$ cat src/oaht_pkg.sv
// Shared constants, codes and controller/datapath interface types for the hash table unit.
package oaht_pkg;

   // Fixed field widths
   localparam int REQ_W       = 2;
   localparam int KEY_TEXT_W  = 64;
   localparam int LEN_W       = 4;
   localparam int KEY_VALUE_W = 31;
   localparam int RSP_W       = 3;
   localparam int POS_W       = 4;
   localparam int CSR_IDX_W   = 1;
   localparam int CSR_DATA_W  = 2;

   // Default sizes
   localparam int DEF_SLOTS         = 16;
   localparam int DEF_MAX_KEY_CHARS = 8;

   // String hash
   localparam int       HASH_W    = 32;
   localparam int       FOLD_TOP  = 28;
   localparam int       FOLD_ADD  = 10;
   localparam int       FOLD_BITS = 4;
   localparam bit [3:0] FOLD_MASK = 4'hF;
   localparam int       STEP_MOD  = 7;

   // Request codes
   localparam logic [REQ_W-1:0] REQ_INSERT = 2'd0;
   localparam logic [REQ_W-1:0] REQ_FIND   = 2'd1;
   localparam logic [REQ_W-1:0] REQ_CLEAR  = 2'd2;

   // Result codes
   localparam logic [RSP_W-1:0] ST_INSERTED = 3'd0;
   localparam logic [RSP_W-1:0] ST_FULL     = 3'd1;
   localparam logic [RSP_W-1:0] ST_FOUND    = 3'd2;
   localparam logic [RSP_W-1:0] ST_MISSING  = 3'd3;
   localparam logic [RSP_W-1:0] ST_CLEARED  = 3'd4;

   // Probe modes
   localparam logic [1:0] PROBE_LINEAR = 2'd0;
   localparam logic [1:0] PROBE_QUAD   = 2'd1;
   localparam logic [1:0] PROBE_DOUBLE = 2'd2;

   // Register indexes
   localparam logic [CSR_IDX_W-1:0] CSR_INTEGER_KEYS = 1'b0;
   localparam logic [CSR_IDX_W-1:0] CSR_PROBE_MODE   = 1'b1;

   typedef struct packed {
      logic             load;
      logic             hash_step;
      logic             rem_start;
      logic             probe_init;
      logic             probe_next;
      logic             write_slot;
      logic             sweep_start;
      logic             sweep_step;
      logic             respond;
      logic             use_pos;
      logic [RSP_W-1:0] rsp_code;
   } oaht_cmd_type;

   typedef struct packed {
      logic hash_last;
      logic rem_done;
      logic slot_empty;
      logic slot_match;
      logic next_home;
      logic sweep_last;
      logic cfg_wipe;
   } oaht_status_type;

endpackage

$ cat src/open_addressing_hash_table_unit.sv
// Top level of the open-addressing hash table unit.
//
// Usage: drive req_type and the key fields with start high; the item is taken at a
// rising edge where start is high and busy is low. Insert (0) and find (1) hash the
// key, pick a home slot and probe the table; clear (2) empties it. Each item yields
// one result: rsp_valid is high for exactly one cycle with rsp_status and
// rsp_position, and the receiver cannot hold it off. A new item may be started in
// the cycle the previous result is shown; one item is in flight at a time.
// Steps: insert/find hash the len key characters one a cycle, start the remainders,
// take the reciprocal-multiply remainders of home slot and double-hash step, load the
// probe, then run up to SLOTS probes with one slot-store read each, and show the
// result. Clear sweeps every slot; an unknown request type is answered as missing.
// Configuration (csr_*) is taken at any time with csr_ready tied high; writing
// integer_keys also empties the table, a sweep that holds busy high while it runs.
// After reset the same sweep runs, with busy high, before the first item is taken.
module open_addressing_hash_table_unit #(
   parameter int SLOTS         = oaht_pkg::DEF_SLOTS,
   parameter int MAX_KEY_CHARS = oaht_pkg::DEF_MAX_KEY_CHARS
) (
   input  logic                             clock,
   input  logic                             reset,
   input  logic                             start,
   output logic                             busy,
   input  logic [oaht_pkg::REQ_W-1:0]       req_type,
   input  logic [oaht_pkg::KEY_TEXT_W-1:0]  req_key_text,
   input  logic [oaht_pkg::LEN_W-1:0]       req_key_length,
   input  logic [oaht_pkg::KEY_VALUE_W-1:0] req_key_value,
   output logic                             rsp_valid,
   output logic [oaht_pkg::RSP_W-1:0]       rsp_status,
   output logic [oaht_pkg::POS_W-1:0]       rsp_position,
   input  logic                             csr_valid,
   output logic                             csr_ready,
   input  logic [oaht_pkg::CSR_IDX_W-1:0]   csr_index,
   input  logic [oaht_pkg::CSR_DATA_W-1:0]  csr_data
);
   import oaht_pkg::*;

   oaht_cmd_type    cmd;
   oaht_status_type status;

   oaht_ctrl u_ctrl (
      .clock    (clock),
      .reset    (reset),
      .start    (start),
      .busy     (busy),
      .req_type (req_type),
      .cmd      (cmd),
      .status   (status)
   );

   oaht_dp #(
      .SLOTS         (SLOTS),
      .MAX_KEY_CHARS (MAX_KEY_CHARS)
   ) u_dp (
      .clock          (clock),
      .reset          (reset),
      .cmd            (cmd),
      .status         (status),
      .req_key_text   (req_key_text),
      .req_key_length (req_key_length),
      .req_key_value  (req_key_value),
      .csr_valid      (csr_valid),
      .csr_ready      (csr_ready),
      .csr_index      (csr_index),
      .csr_data       (csr_data),
      .rsp_valid      (rsp_valid),
      .rsp_status     (rsp_status),
      .rsp_position   (rsp_position)
   );

endmodule

$ cat src/oaht_ram.sv
// Generic single write port, single read port RAM with registered read data.
module oaht_ram #(
   parameter int WIDTH = 8,
   parameter int DEPTH = 16,
   localparam int AW = (DEPTH > 1) ? $clog2(DEPTH) : 1
) (
   input  logic             clock,
   input  logic             wr_en,
   input  logic [AW-1:0]    wr_addr,
   input  logic [WIDTH-1:0] wr_data,
   input  logic [AW-1:0]    rd_addr,
   output logic [WIDTH-1:0] rd_data
);

   logic [WIDTH-1:0] mem_ff [DEPTH];
   logic [WIDTH-1:0] rd_data_ff;

   always_ff @(posedge clock) begin
      if (wr_en) begin
         mem_ff[wr_addr] <= wr_data;
      end
      rd_data_ff <= mem_ff[rd_addr];
   end

   assign rd_data = rd_data_ff;

endmodule

$ cat src/oaht_rem.sv
// Remainder by a constant divisor through reciprocal multiplication.
module oaht_rem #(
   parameter int DIVIDEND_W = 32,
   parameter int DIVISOR    = 16,
   localparam int REM_W = $clog2(DIVISOR)
) (
   input  logic                  clock,
   input  logic                  reset,
   input  logic                  start,
   input  logic [DIVIDEND_W-1:0] dividend,
   output logic                  done,
   output logic [REM_W-1:0]      remainder
);

   // floor(n / DIVISOR) equals (n * RECIP) >> SHIFT for every DIVIDEND_W-bit n
   localparam int SHIFT  = DIVIDEND_W + REM_W;
   localparam int MUL_W  = DIVIDEND_W + 2;
   localparam int PROD_W = DIVIDEND_W + MUL_W;
   localparam logic [MUL_W-1:0] RECIP =
      MUL_W'(((64'd1 << SHIFT) + 64'(DIVISOR) - 64'd1) / 64'(DIVISOR));
   localparam logic [REM_W-1:0] DIV_LOW = REM_W'(DIVISOR);

   logic [DIVIDEND_W-1:0] num_ff, num_in;
   logic [REM_W-1:0]      quot_ff, quot_in;
   logic [REM_W-1:0]      rem_ff, rem_in;
   logic [1:0]            cnt_ff, cnt_in;
   logic [PROD_W-1:0]     prod;

   always_comb begin
      prod    = PROD_W'(num_ff) * PROD_W'(RECIP);
      num_in  = num_ff;
      quot_in = quot_ff;
      rem_in  = rem_ff;
      cnt_in  = cnt_ff;
      if (start) begin
         num_in = dividend;
         cnt_in = 2'd2;
      end else if (cnt_ff == 2'd2) begin
         // only the low quotient bits reach the remainder
         quot_in = REM_W'(prod >> SHIFT);
         cnt_in  = 2'd1;
      end else if (cnt_ff == 2'd1) begin
         rem_in = num_ff[REM_W-1:0] - quot_ff * DIV_LOW;
         cnt_in = 2'd0;
      end
   end

   always_ff @(posedge clock) begin
      if (reset) begin
         cnt_ff <= '0;
      end else begin
         cnt_ff <= cnt_in;
      end
      num_ff  <= num_in;
      quot_ff <= quot_in;
      rem_ff  <= rem_in;
   end

   assign done      = (cnt_ff == '0);
   assign remainder = rem_ff;

endmodule

$ cat src/oaht_dp.sv
// Datapath: key latch, string hash, remainder units, probe arithmetic, slot stores, registers.
module oaht_dp #(
   parameter int SLOTS         = oaht_pkg::DEF_SLOTS,
   parameter int MAX_KEY_CHARS = oaht_pkg::DEF_MAX_KEY_CHARS
) (
   input  logic                               clock,
   input  logic                               reset,
   input  oaht_pkg::oaht_cmd_type             cmd,
   output oaht_pkg::oaht_status_type          status,
   input  logic [oaht_pkg::KEY_TEXT_W-1:0]    req_key_text,
   input  logic [oaht_pkg::LEN_W-1:0]         req_key_length,
   input  logic [oaht_pkg::KEY_VALUE_W-1:0]   req_key_value,
   input  logic                               csr_valid,
   output logic                               csr_ready,
   input  logic [oaht_pkg::CSR_IDX_W-1:0]     csr_index,
   input  logic [oaht_pkg::CSR_DATA_W-1:0]    csr_data,
   output logic                               rsp_valid,
   output logic [oaht_pkg::RSP_W-1:0]         rsp_status,
   output logic [oaht_pkg::POS_W-1:0]         rsp_position
);
   import oaht_pkg::*;

   localparam int IDX_W  = $clog2(SLOTS);
   localparam int SUM_W  = IDX_W + 1;
   localparam int STEP_W = IDX_W + 3;
   localparam int KEY_W  = 8 * MAX_KEY_CHARS;
   localparam int CNT_W  = (MAX_KEY_CHARS > 1) ? $clog2(MAX_KEY_CHARS) : 1;
   localparam int R7_W   = $clog2(STEP_MOD);

   // Registers
   logic                   integer_keys_ff, integer_keys_in;
   logic [1:0]             probe_mode_ff, probe_mode_in;
   logic [KEY_W-1:0]       text_ff;
   logic [LEN_W-1:0]       len_ff;
   logic [KEY_VALUE_W-1:0] value_ff;
   logic [CNT_W-1:0]       cnt_ff;
   logic [HASH_W-1:0]      hash_ff;
   logic [IDX_W-1:0]       idx_ff;
   logic [IDX_W-1:0]       dstep_ff;
   logic [IDX_W-1:0]       qinc_ff;
   logic [IDX_W-1:0]       sweep_ff;
   logic                   rsp_valid_ff;
   logic [RSP_W-1:0]       rsp_status_ff;
   logic [POS_W-1:0]       rsp_position_ff;

   // Combinational
   logic [LEN_W-1:0]       len_eff;
   logic [KEY_W-1:0]       text_mask;
   logic [7:0]             char_sel;
   logic [HASH_W-1:0]      h_add, h_rot, h_fold, hash_in;
   logic [FOLD_BITS-1:0]   fold_x;
   logic [HASH_W-1:0]      home_dividend;
   logic                   home_done, r7_done;
   logic [IDX_W-1:0]       home;
   logic [R7_W-1:0]        r7;
   logic [R7_W-1:0]        step7;
   logic [STEP_W-1:0]      step_red;
   logic [IDX_W-1:0]       probe_inc;
   logic [SUM_W-1:0]       idx_sum, q_sum;
   logic [IDX_W-1:0]       next_idx, qinc_in;
   logic [IDX_W+POS_W-1:0] idx_ext;
   logic [KEY_W-1:0]       key_rd;
   logic [LEN_W-1:0]       len_rd;
   logic                   len_we;
   logic [IDX_W-1:0]       len_waddr;
   logic [LEN_W-1:0]       len_wdata;

   // Key normalisation: clamp the length, zero bytes past it
   always_comb begin
      if (req_key_length == '0) begin
         len_eff = LEN_W'(1);
      end else if (req_key_length > LEN_W'(MAX_KEY_CHARS)) begin
         len_eff = LEN_W'(MAX_KEY_CHARS);
      end else begin
         len_eff = req_key_length;
      end
      for (int i = 0; i < MAX_KEY_CHARS; i++) begin
         text_mask[8*i +: 8] = (LEN_W'(i) < len_eff) ? req_key_text[8*i +: 8] : 8'h00;
      end
   end

   // One character of the shift-fold hash per step, last character first
   always_comb begin
      char_sel = text_ff[8*cnt_ff +: 8];
      h_add    = hash_ff + HASH_W'(char_sel);
      fold_x   = FOLD_BITS'((h_add >> FOLD_TOP) & HASH_W'(FOLD_MASK));
      h_rot    = (h_add << FOLD_BITS) | HASH_W'(fold_x);
      h_fold   = h_rot + (HASH_W'(fold_x) << FOLD_ADD);
      hash_in  = (cnt_ff == '0) ? h_add : h_fold;
   end

   assign home_dividend = integer_keys_ff ? {1'b0, value_ff} : hash_ff;

   oaht_rem #(
      .DIVIDEND_W (HASH_W),
      .DIVISOR    (SLOTS)
   ) u_rem_home (
      .clock     (clock),
      .reset     (reset),
      .start     (cmd.rem_start),
      .dividend  (home_dividend),
      .done      (home_done),
      .remainder (home)
   );

   oaht_rem #(
      .DIVIDEND_W (HASH_W),
      .DIVISOR    (STEP_MOD)
   ) u_rem_step (
      .clock     (clock),
      .reset     (reset),
      .start     (cmd.rem_start),
      .dividend  (hash_ff),
      .done      (r7_done),
      .remainder (r7)
   );

   // Double-hash step, then reduce it below the table size
   always_comb begin
      step7    = (r7 == '0) ? '0 : (R7_W'(STEP_MOD) - r7);
      step_red = STEP_W'(step7);
      for (int i = 0; i < 3; i++) begin
         if (step_red >= STEP_W'(SLOTS)) begin
            step_red = step_red - STEP_W'(SLOTS);
         end
      end
   end

   // Next probe slot: add the per-probe increment, wrap once
   always_comb begin
      case (probe_mode_ff)
         PROBE_QUAD:   probe_inc = qinc_ff;
         PROBE_DOUBLE: probe_inc = dstep_ff;
         default:      probe_inc = IDX_W'(1);
      endcase
      idx_sum = {1'b0, idx_ff} + {1'b0, probe_inc};
      if (idx_sum >= SUM_W'(SLOTS)) begin
         idx_sum = idx_sum - SUM_W'(SLOTS);
      end
      next_idx = idx_sum[IDX_W-1:0];
      // quadratic offsets grow by 2k-1, kept reduced
      q_sum = {1'b0, qinc_ff} + SUM_W'(2);
      if (q_sum >= SUM_W'(SLOTS)) begin
         q_sum = q_sum - SUM_W'(SLOTS);
      end
      qinc_in = q_sum[IDX_W-1:0];
   end

   // Configuration registers
   always_comb begin
      integer_keys_in = integer_keys_ff;
      probe_mode_in   = probe_mode_ff;
      if (csr_valid) begin
         case (csr_index)
            CSR_INTEGER_KEYS: integer_keys_in = csr_data[0];
            CSR_PROBE_MODE:   probe_mode_in   = csr_data;
            default:          ;
         endcase
      end
   end

   always_ff @(posedge clock) begin
      if (reset) begin
         integer_keys_ff <= 1'b1;
         probe_mode_ff   <= PROBE_LINEAR;
         rsp_valid_ff    <= 1'b0;
      end else begin
         integer_keys_ff <= integer_keys_in;
         probe_mode_ff   <= probe_mode_in;
         rsp_valid_ff    <= cmd.respond;
      end
   end

   assign idx_ext = {{POS_W{1'b0}}, idx_ff};

   always_ff @(posedge clock) begin
      if (cmd.load) begin
         text_ff  <= text_mask;
         len_ff   <= len_eff;
         value_ff <= req_key_value;
         cnt_ff   <= CNT_W'(len_eff - 1'b1);
         hash_ff  <= '0;
      end else if (cmd.hash_step) begin
         hash_ff <= hash_in;
         if (cnt_ff != '0) begin
            cnt_ff <= cnt_ff - 1'b1;
         end
      end
      if (cmd.probe_init) begin
         idx_ff   <= home;
         dstep_ff <= step_red[IDX_W-1:0];
         qinc_ff  <= IDX_W'(1);
      end else if (cmd.probe_next) begin
         idx_ff  <= next_idx;
         qinc_ff <= qinc_in;
      end
      if (cmd.sweep_start) begin
         sweep_ff <= '0;
      end else if (cmd.sweep_step) begin
         sweep_ff <= sweep_ff + 1'b1;
      end
      if (cmd.respond) begin
         rsp_status_ff   <= cmd.rsp_code;
         rsp_position_ff <= cmd.use_pos ? idx_ext[POS_W-1:0] : '0;
      end
   end

   // Slot stores
   assign len_we    = cmd.sweep_step | cmd.write_slot;
   assign len_waddr = cmd.sweep_step ? sweep_ff : idx_ff;
   assign len_wdata = cmd.sweep_step ? '0 : len_ff;

   oaht_ram #(
      .WIDTH (KEY_W),
      .DEPTH (SLOTS)
   ) u_key_ram (
      .clock   (clock),
      .wr_en   (cmd.write_slot),
      .wr_addr (idx_ff),
      .wr_data (text_ff),
      .rd_addr (idx_ff),
      .rd_data (key_rd)
   );

   oaht_ram #(
      .WIDTH (LEN_W),
      .DEPTH (SLOTS)
   ) u_len_ram (
      .clock   (clock),
      .wr_en   (len_we),
      .wr_addr (len_waddr),
      .wr_data (len_wdata),
      .rd_addr (idx_ff),
      .rd_data (len_rd)
   );

   always_comb begin
      status.hash_last  = (cnt_ff == '0);
      status.rem_done   = home_done & r7_done;
      status.slot_empty = (len_rd == '0);
      status.slot_match = (len_rd == len_ff) && (key_rd == text_ff);
      status.next_home  = (next_idx == home);
      status.sweep_last = (sweep_ff == IDX_W'(SLOTS - 1));
      status.cfg_wipe   = csr_valid && (csr_index == CSR_INTEGER_KEYS);
   end

   assign csr_ready    = 1'b1;
   assign rsp_valid    = rsp_valid_ff;
   assign rsp_status   = rsp_status_ff;
   assign rsp_position = rsp_position_ff;

endmodule

$ cat src/oaht_ctrl.sv
// Controller state machine: sequences hashing, remainder, probing and clearing sweeps.
module oaht_ctrl (
   input  logic                          clock,
   input  logic                          reset,
   input  logic                          start,
   output logic                          busy,
   input  logic [oaht_pkg::REQ_W-1:0]    req_type,
   output oaht_pkg::oaht_cmd_type        cmd,
   input  oaht_pkg::oaht_status_type     status
);
   import oaht_pkg::*;

   localparam logic [2:0] S_IDLE     = 3'd0;
   localparam logic [2:0] S_HASH     = 3'd1;
   localparam logic [2:0] S_REM_GO   = 3'd2;
   localparam logic [2:0] S_REM_WAIT = 3'd3;
   localparam logic [2:0] S_INIT     = 3'd4;
   localparam logic [2:0] S_READ     = 3'd5;
   localparam logic [2:0] S_CHECK    = 3'd6;
   localparam logic [2:0] S_SWEEP    = 3'd7;

   logic [2:0] state_ff, state_in;
   logic       wipe_ff, wipe_in;
   logic       insert_ff, insert_in;
   logic       clear_rsp_ff, clear_rsp_in;

   assign busy = (state_ff != S_IDLE) || wipe_ff;

   always_comb begin
      cmd          = '0;
      state_in     = state_ff;
      wipe_in      = wipe_ff | status.cfg_wipe;
      insert_in    = insert_ff;
      clear_rsp_in = clear_rsp_ff;
      case (state_ff)
         S_IDLE: begin
            if (wipe_ff) begin
               // empty the table after reset or a write to integer_keys
               cmd.sweep_start = 1'b1;
               wipe_in         = status.cfg_wipe;
               clear_rsp_in    = 1'b0;
               state_in        = S_SWEEP;
            end else if (start) begin
               cmd.load = 1'b1;
               case (req_type)
                  REQ_INSERT: begin
                     insert_in = 1'b1;
                     state_in  = S_HASH;
                  end
                  REQ_FIND: begin
                     insert_in = 1'b0;
                     state_in  = S_HASH;
                  end
                  REQ_CLEAR: begin
                     cmd.sweep_start = 1'b1;
                     clear_rsp_in    = 1'b1;
                     state_in        = S_SWEEP;
                  end
                  default: begin
                     cmd.respond  = 1'b1;
                     cmd.rsp_code = ST_MISSING;
                  end
               endcase
            end
         end
         S_HASH: begin
            cmd.hash_step = 1'b1;
            if (status.hash_last) begin
               state_in = S_REM_GO;
            end
         end
         S_REM_GO: begin
            cmd.rem_start = 1'b1;
            state_in      = S_REM_WAIT;
         end
         S_REM_WAIT: begin
            if (status.rem_done) begin
               state_in = S_INIT;
            end
         end
         S_INIT: begin
            cmd.probe_init = 1'b1;
            state_in       = S_READ;
         end
         S_READ: begin
            state_in = S_CHECK;
         end
         S_CHECK: begin
            if (insert_ff) begin
               if (status.slot_empty) begin
                  cmd.write_slot = 1'b1;
                  cmd.respond    = 1'b1;
                  cmd.use_pos    = 1'b1;
                  cmd.rsp_code   = ST_INSERTED;
                  state_in       = S_IDLE;
               end else if (status.next_home) begin
                  cmd.respond  = 1'b1;
                  cmd.rsp_code = ST_FULL;
                  state_in     = S_IDLE;
               end else begin
                  cmd.probe_next = 1'b1;
                  state_in       = S_READ;
               end
            end else begin
               if (status.slot_empty || (!status.slot_match && status.next_home)) begin
                  cmd.respond  = 1'b1;
                  cmd.rsp_code = ST_MISSING;
                  state_in     = S_IDLE;
               end else if (status.slot_match) begin
                  cmd.respond  = 1'b1;
                  cmd.use_pos  = 1'b1;
                  cmd.rsp_code = ST_FOUND;
                  state_in     = S_IDLE;
               end else begin
                  cmd.probe_next = 1'b1;
                  state_in       = S_READ;
               end
            end
         end
         S_SWEEP: begin
            cmd.sweep_step = 1'b1;
            if (status.sweep_last) begin
               cmd.respond  = clear_rsp_ff;
               cmd.rsp_code = ST_CLEARED;
               state_in     = S_IDLE;
            end
         end
         default: begin
            state_in = S_IDLE;
         end
      endcase
   end

   always_ff @(posedge clock) begin
      if (reset) begin
         state_ff     <= S_IDLE;
         wipe_ff      <= 1'b1;
         insert_ff    <= 1'b0;
         clear_rsp_ff <= 1'b0;
      end else begin
         state_ff     <= state_in;
         wipe_ff      <= wipe_in;
         insert_ff    <= insert_in;
         clear_rsp_ff <= clear_rsp_in;
      end
   end

   a_write_empty : assert property (@(posedge clock) disable iff (reset)
      cmd.write_slot |-> status.slot_empty)
      else $error("slot write issued on an occupied slot");

   a_found_match : assert property (@(posedge clock) disable iff (reset)
      (cmd.respond && cmd.rsp_code == ST_FOUND) |-> status.slot_match)
      else $error("found reported without a key match");

   a_respond_idle : assert property (@(posedge clock) disable iff (reset)
      cmd.respond |=> (state_ff == S_IDLE))
      else $error("controller not idle after a result");

   a_check_after_read : assert property (@(posedge clock) disable iff (reset)
      (state_ff == S_CHECK) |-> ($past(state_ff) == S_READ))
      else $error("slot checked without a preceding read");

endmodule

$ cat config.mk
export PLATFORM = sky130hd
export DESIGN_NAME = open_addressing_hash_table_unit
export DESIGN_NICKNAME = d
export VERILOG_FILES = /design/src/oaht_pkg.sv /design/src/open_addressing_hash_table_unit.sv /design/src/oaht_ram.sv /design/src/oaht_rem.sv /design/src/oaht_dp.sv /design/src/oaht_ctrl.sv
export SDC_FILE = /design/constraint.sdc
export NUM_CORES = 2
export LEC_CHECK = 0
export BUFFER_PORTS_ARGS = -buffer_cell sky130_fd_sc_hd__buf_2
export CAP_MARGIN = 10
export CORE_MARGIN = 1
export CORE_UTILIZATION = 30
export CTS_CLUSTER_SIZE = 10
export DETAILED_ROUTE_END_ITERATION = 8
export SLEW_MARGIN = 5
export SYNTH_ARGS = -nofsm -noshare
export SYNTH_HDL_FRONTEND = slang
export SYNTH_HIERARCHICAL = 1
export SYNTH_SLANG_ARGS = --single-unit
$ cat constraint.sdc
create_clock -name clock -period 7.8 [get_ports clock]
set_input_delay 0.78 -clock clock [delete_from_list [all_inputs] [get_ports clock]]
set_output_delay 0.78 -clock clock [all_outputs]
set_load 0.05 [all_outputs]
* Word level (Yosys, flattened, before mapping)
Memories as Yosys holds them, arrays and structs flattened. A register that Yosys moved wholly into a read port is not among the register bits.
Cells that the tools add are included.
W data, S select, Z words.
** Operators by class
- Multipliers :: 2
- Equality and inequality tests :: 24
- Divide/modulo/power cells :: 0
- Order comparisons :: 11
- Shift operators :: 1
- Reductions and logical operators :: 38
- Add/subtract/negate cells :: 11
- Bitwise operators :: 9
- Multiplexer cells :: 81
** Operators by type and width (count)
- $eq A64 B64 Y1 :: 1
- $shiftx A64 B7 Y8 :: 1
- $mux W3 :: 18
- $mul A32 B33 Y38 const B :: 1
- $mux W1 :: 37
- $mux W4 :: 9
- $add A32 B14 Y32 :: 1
- $add A32 B8 Y32 :: 1
- $mux W32 :: 1
- $or A32 B4 Y32 :: 1
- $pmux W3 S8 :: 1
- $lt A3 B4 Y1 const A :: 4
- $mux W2 :: 8
- $reduce_bool A2 Y1 :: 8
- $eq A3 B3 Y1 const B :: 4
- $reduce_bool A3 Y1 :: 4
- $ge A5 B5 Y1 const B :: 2
- $mux W5 :: 2
- $logic_not A3 Y1 :: 3
- $pmux W3 S3 :: 1
- $reduce_and A3 Y1 :: 3
- $eq A2 B1 Y1 const B :: 4
- $eq A2 B2 Y1 const B :: 4
- $eq A4 B4 Y1 :: 2
- 34 further kinds :: 56
** Storage, ports and cells
- Memories :: 2
- Register bits :: 189
- Bits in read-only memories :: 0
- Input port bits :: 108
- Bits in latches :: 0
- Word-level logic and storage cells :: 213
- Memory bits (writable) :: 1088
** Memory list
- u_dp.u_key_ram.mem_ff :: words 16, width 64, rd ports 1, clocked after Yosys merged registers in 1, wr ports 1, line oaht_ram.sv:15 : logic [WIDTH-1:0] mem_ff [DEPTH];
- u_dp.u_len_ram.mem_ff :: words 16, width 4, rd ports 1, clocked after Yosys merged registers in 1, wr ports 1, line oaht_ram.sv:15

* Longest topological paths before layout
- Depth in word-level cells :: 14
- Depth in mapped cells :: 22
- Depth with buffers taken out :: 21

* Cells and area by module
Netlist, hierarchy kept.
** Modules (own cells, without submodules)
- oaht_ram at u_dp.u_key_ram :: area an instance 39581.7 um^2, cells each 1647, sequential area each 32030.7 um^2, times used 1
- oaht_dp :: area an instance 9575.4 um^2, cells each 854, sequential area each 4344.2 um^2, times used 1
- oaht_rem at u_dp.u_rem_step :: area an instance 7618.6 um^2, cells each 673, sequential area each 1181.1 um^2, times used 1
- oaht_ram at u_dp.u_len_ram :: area an instance 2666.3 um^2, cells each 130, sequential area each 2001.9 um^2, times used 1
- oaht_ctrl :: area an instance 549.3 um^2, cells each 74, sequential area each 120.1 um^2, times used 1
- oaht_rem at u_dp.u_rem_home :: area an instance 370.4 um^2, cells each 20, sequential area each 280.3 um^2, times used 1

* Least setup slack after synthesis
OpenSTA, ideal clock, no wires.
- Kind :: register to register
- Start :: register u_dp.u_len_ram.rd_data_ff[0], in the netlist u_dp/u_len_ram/rd_data[0] (read register of u_dp.u_len_ram.mem_ff)
- End :: memory u_dp/u_key_ram/mem_ff[0][0] (netlist name) (enable)
- Data required time :: 7.235 ns
- Setup slack :: 1.329 ns
- Cell stages (with the launch flop) :: 6
- Arrival :: 5.906 ns
- Library setup time :: 0.565 ns
- Cells stage by stage :: dfxtp_1 > nor4_1 > nand2_1 > nor2_1 > or3b_2 > nor3_1
** RTL lines
- start, declared :: line oaht_ram.sv:16 : logic [WIDTH-1:0] rd_data_ff;
- end, declared :: line oaht_ram.sv:15

* Worst setup path in the final report
- Start :: register u_dp.u_rem_step.num_ff[23]
- End :: register u_dp.u_rem_step.quot_ff[0] (data pin)
** On the way
- Longest elaborated chain between the ends :: 1
** Ends and longest elaborated chain
- start, declared :: line oaht_rem.sv:23 : logic [DIVIDEND_W-1:0] num_ff, num_in;
- start signal, assigned :: line oaht_rem.sv:54 : num_ff <= num_in;
- $mul A32 B33 Y38 :: line oaht_rem.sv:30 : prod = PROD_W'(num_ff) * PROD_W'(RECIP);
- via u_dp.u_rem_step.prod[35] :: line oaht_rem.sv:27 : logic [PROD_W-1:0] prod;
- end signal, assigned :: line oaht_rem.sv:55 : quot_ff <= quot_in;
- end, declared :: line oaht_rem.sv:24 : logic [REM_W-1:0] quot_ff, quot_in;
The timed path passes the listed nets, and every way through them passes these cells.
A chain may end at the register's enable or synchronous reset.

==> metrics.md <==
| Metric | Value |
|---|---|
| Routed length on met3 | `6.06 mm` |
| Layout cell share with drive strength beyond 1 | `0.191` |
| Slew Viols, Final | `0` |
| P&R area growth vs syn | `14.1%` |
| Post-DRT Antenna Nets | `0` |
| Total vias in the final route | `30358` |
| Final core occ | `0.346` |
| Starting Density | `0.303` |
| Synth warn | `6` |
| Syn Inst Count | `approximately 3300` |
| Die Y | `roughly 450 um` |
| Required time of the critical path | `8330 ps` |
| Metal2 WL | `72.6 mm` |
| DR WL/cell | `22.9 um` |
| Final hold vios | `0` |
| Reg clk slew, reported paths | `60 ps` |
| Max-Cap Viols | `0` |
| Clock latency on the worst-skew pair | `790 ps` |
| Worst Skew | `40.4 ps` |
| Vias in the first global route | `between 30000 and 40000` |
| Hold-fix buffers, CTS | `0` |
| Post-Route WL | `143 mm` |
| Crit-path max FO | `5` |
| Setup TNS Final | `0 ps` |
| Number of detailed-route iterations in the first pass | `5` |
| DP HPWL | `around 87 mm` |
| Initial antenna violation count | `7` |
| Root buf cell | `clkbuf_16` |
| Met1 WL | `61.7 mm` |
| Status | `finished clean` |
| Reg-to-reg setup timing slack | `~1700 ps` |
| GRT Total Usage | `0.144` |
| Global-route wire length before repair | `213 mm` |
| Avg Cell Area, Syn | `17.7 um2` |
| Fillers | `18409` |
| Shortest period the worst path allows | `6080 ps` |
| Syn Std Cell Area | `59200 um2` |
| # setup viols final | `0` |
| H-tree Lvls | `4` |
| Final Net Count | `about 4000` |
| Post-CTS Resized | `0` |
| Highest clock rate | `between 150 and 200 MHz` |
| Post-Layout Cell Count | `6265` |
| DIE WIDTH | `between 400 and 500 um` |
| Pin count of the biggest net entering global routing | `around 130` |
| Setup Fix Bufs, Post-CTS | `0` |
| Startpoint types | `register` |
| Worst hold margin | `174 ps` |
| Placed Cells | `5977` |
| Register area | `39100 um2` |
| CTS tree | `yes` |
| 1st-iter DRT viols | `2636` |
| WP data arrival | `6610 ps` |
| Vias per cell | `4.85` |
| Clock sink count | `approximately 1300` |
| Cell row count | `162` |
| DIE AREA | `199000 um2` |
| Worst Setup End Kind | `register` |
| Placer Congestion | `0.826` |
| Core Area | `196000 um2` |
| Longest Clk Path Bufs | `3` |
| Final period util | `0.780` |
| RSZ-0062 raised after global routing | `no` |
| Area of the multi-input gates | `approximately 19000 um2` |
| CTS Buf Count | `153` |
| Worst slew margin | `0.203` |
| Synthesized Nets | `approximately 3800` |
| Buffers on Ports | `89` |
| DRC | `0` |
| Uppermost layer routed | `met5` |
| Worst Tran Pin Value | `1200 ps` |
| Kind of critical path | `reg -> reg` |
| Grt ovf | `0` |
| Ports | `around 120` |
| Hold WC Path Type | `in -> reg` |
==> routing by layer <==
metal  up-vias  track usage
li1      13320            -
met5         -            0
met1     16081        0.190
met3       177       0.0191
met2       776        0.247
met4         4       0.0419
==> path summary, 6_finish.rpt <==
| kind | start | to | cells after the start |
|---|---|---|---|
| min | req_key_text[6] | u_dp/text_ff[6] | 1 |
| min reg2reg | u_dp/u_rem_home/num_ff[1] | u_dp/u_rem_home/remainder[1] | 0 |
| max | u_dp/u_rem_step/num_ff[23] | u_dp/u_rem_step/quot_ff[0] | 19 |
| max reg2reg | u_dp/u_rem_step/num_ff[23] | u_dp/u_rem_step/quot_ff[0] | 19 |
==> layout by cell type, fill, tap and decap left out, types with 90 or more instances in the layout <==
master     instances
edfxtp_1        1223
mux4_2           274
inv_1            235
ha_1             186
clkbuf_16        153
fa_1             144
a22oi_1          139
dfxtp_1          121
nand2_1          120
clkbuf_1         117
nor2_1            90
==> worst max-delay path, stage by stage, from the launching register on <==
cell and delay (ps):
edfxtp_1 550, ha_1 280, ha_1 170, inv_1 80, fa_1 410, fa_1 530, fa_1 520, inv_1 50
fa_1 470, fa_1 500, inv_1 50, fa_1 500, inv_1 40, ha_1 300, nand2_2 90, nor4_1 390
o2111ai_1 270, o21ai_2 170, a211oi_2 110, xnor2_1 360
==> stage by stage <==
step | instance area, um2 | setup slack, ps
after detailed placement | 63000 | 1720
after CTS | 67600 | 1680
after global routing | 67600 | 1380
after global placement | 63000 | 1690
final | 67600 | 1720
after floorplan | 59200 | 1330
==> state kept, by name, summed over array words and instances, names as in the netlist, 32 cells and up <==
name                    count
u_dp/hash_ff               32
u_dp/u_key_ram/mem_ff    1024
u_dp/u_rem_step/num_ff     32
u_dp/u_key_ram/rd_data     64
u_dp/text_ff               64
u_dp/u_len_ram/mem_ff      64
==> area by class of cell <==
cell class	instances	area share
Antenna cell	1	0.0000370
Clock buffer	271	0.0633
Clock inverter	16	0.00472
Inverter	236	0.0131
Multi-Input combinational cell	1617	0.275
Sequential cell	1344	0.579
Tap cell	2624	0.0486
Timing Repair Buffer	156	0.0161
Power is left out: the tool's default activity adds up to more than one toggle a clock period on the data nets, which glitch-free logic cannot reach.
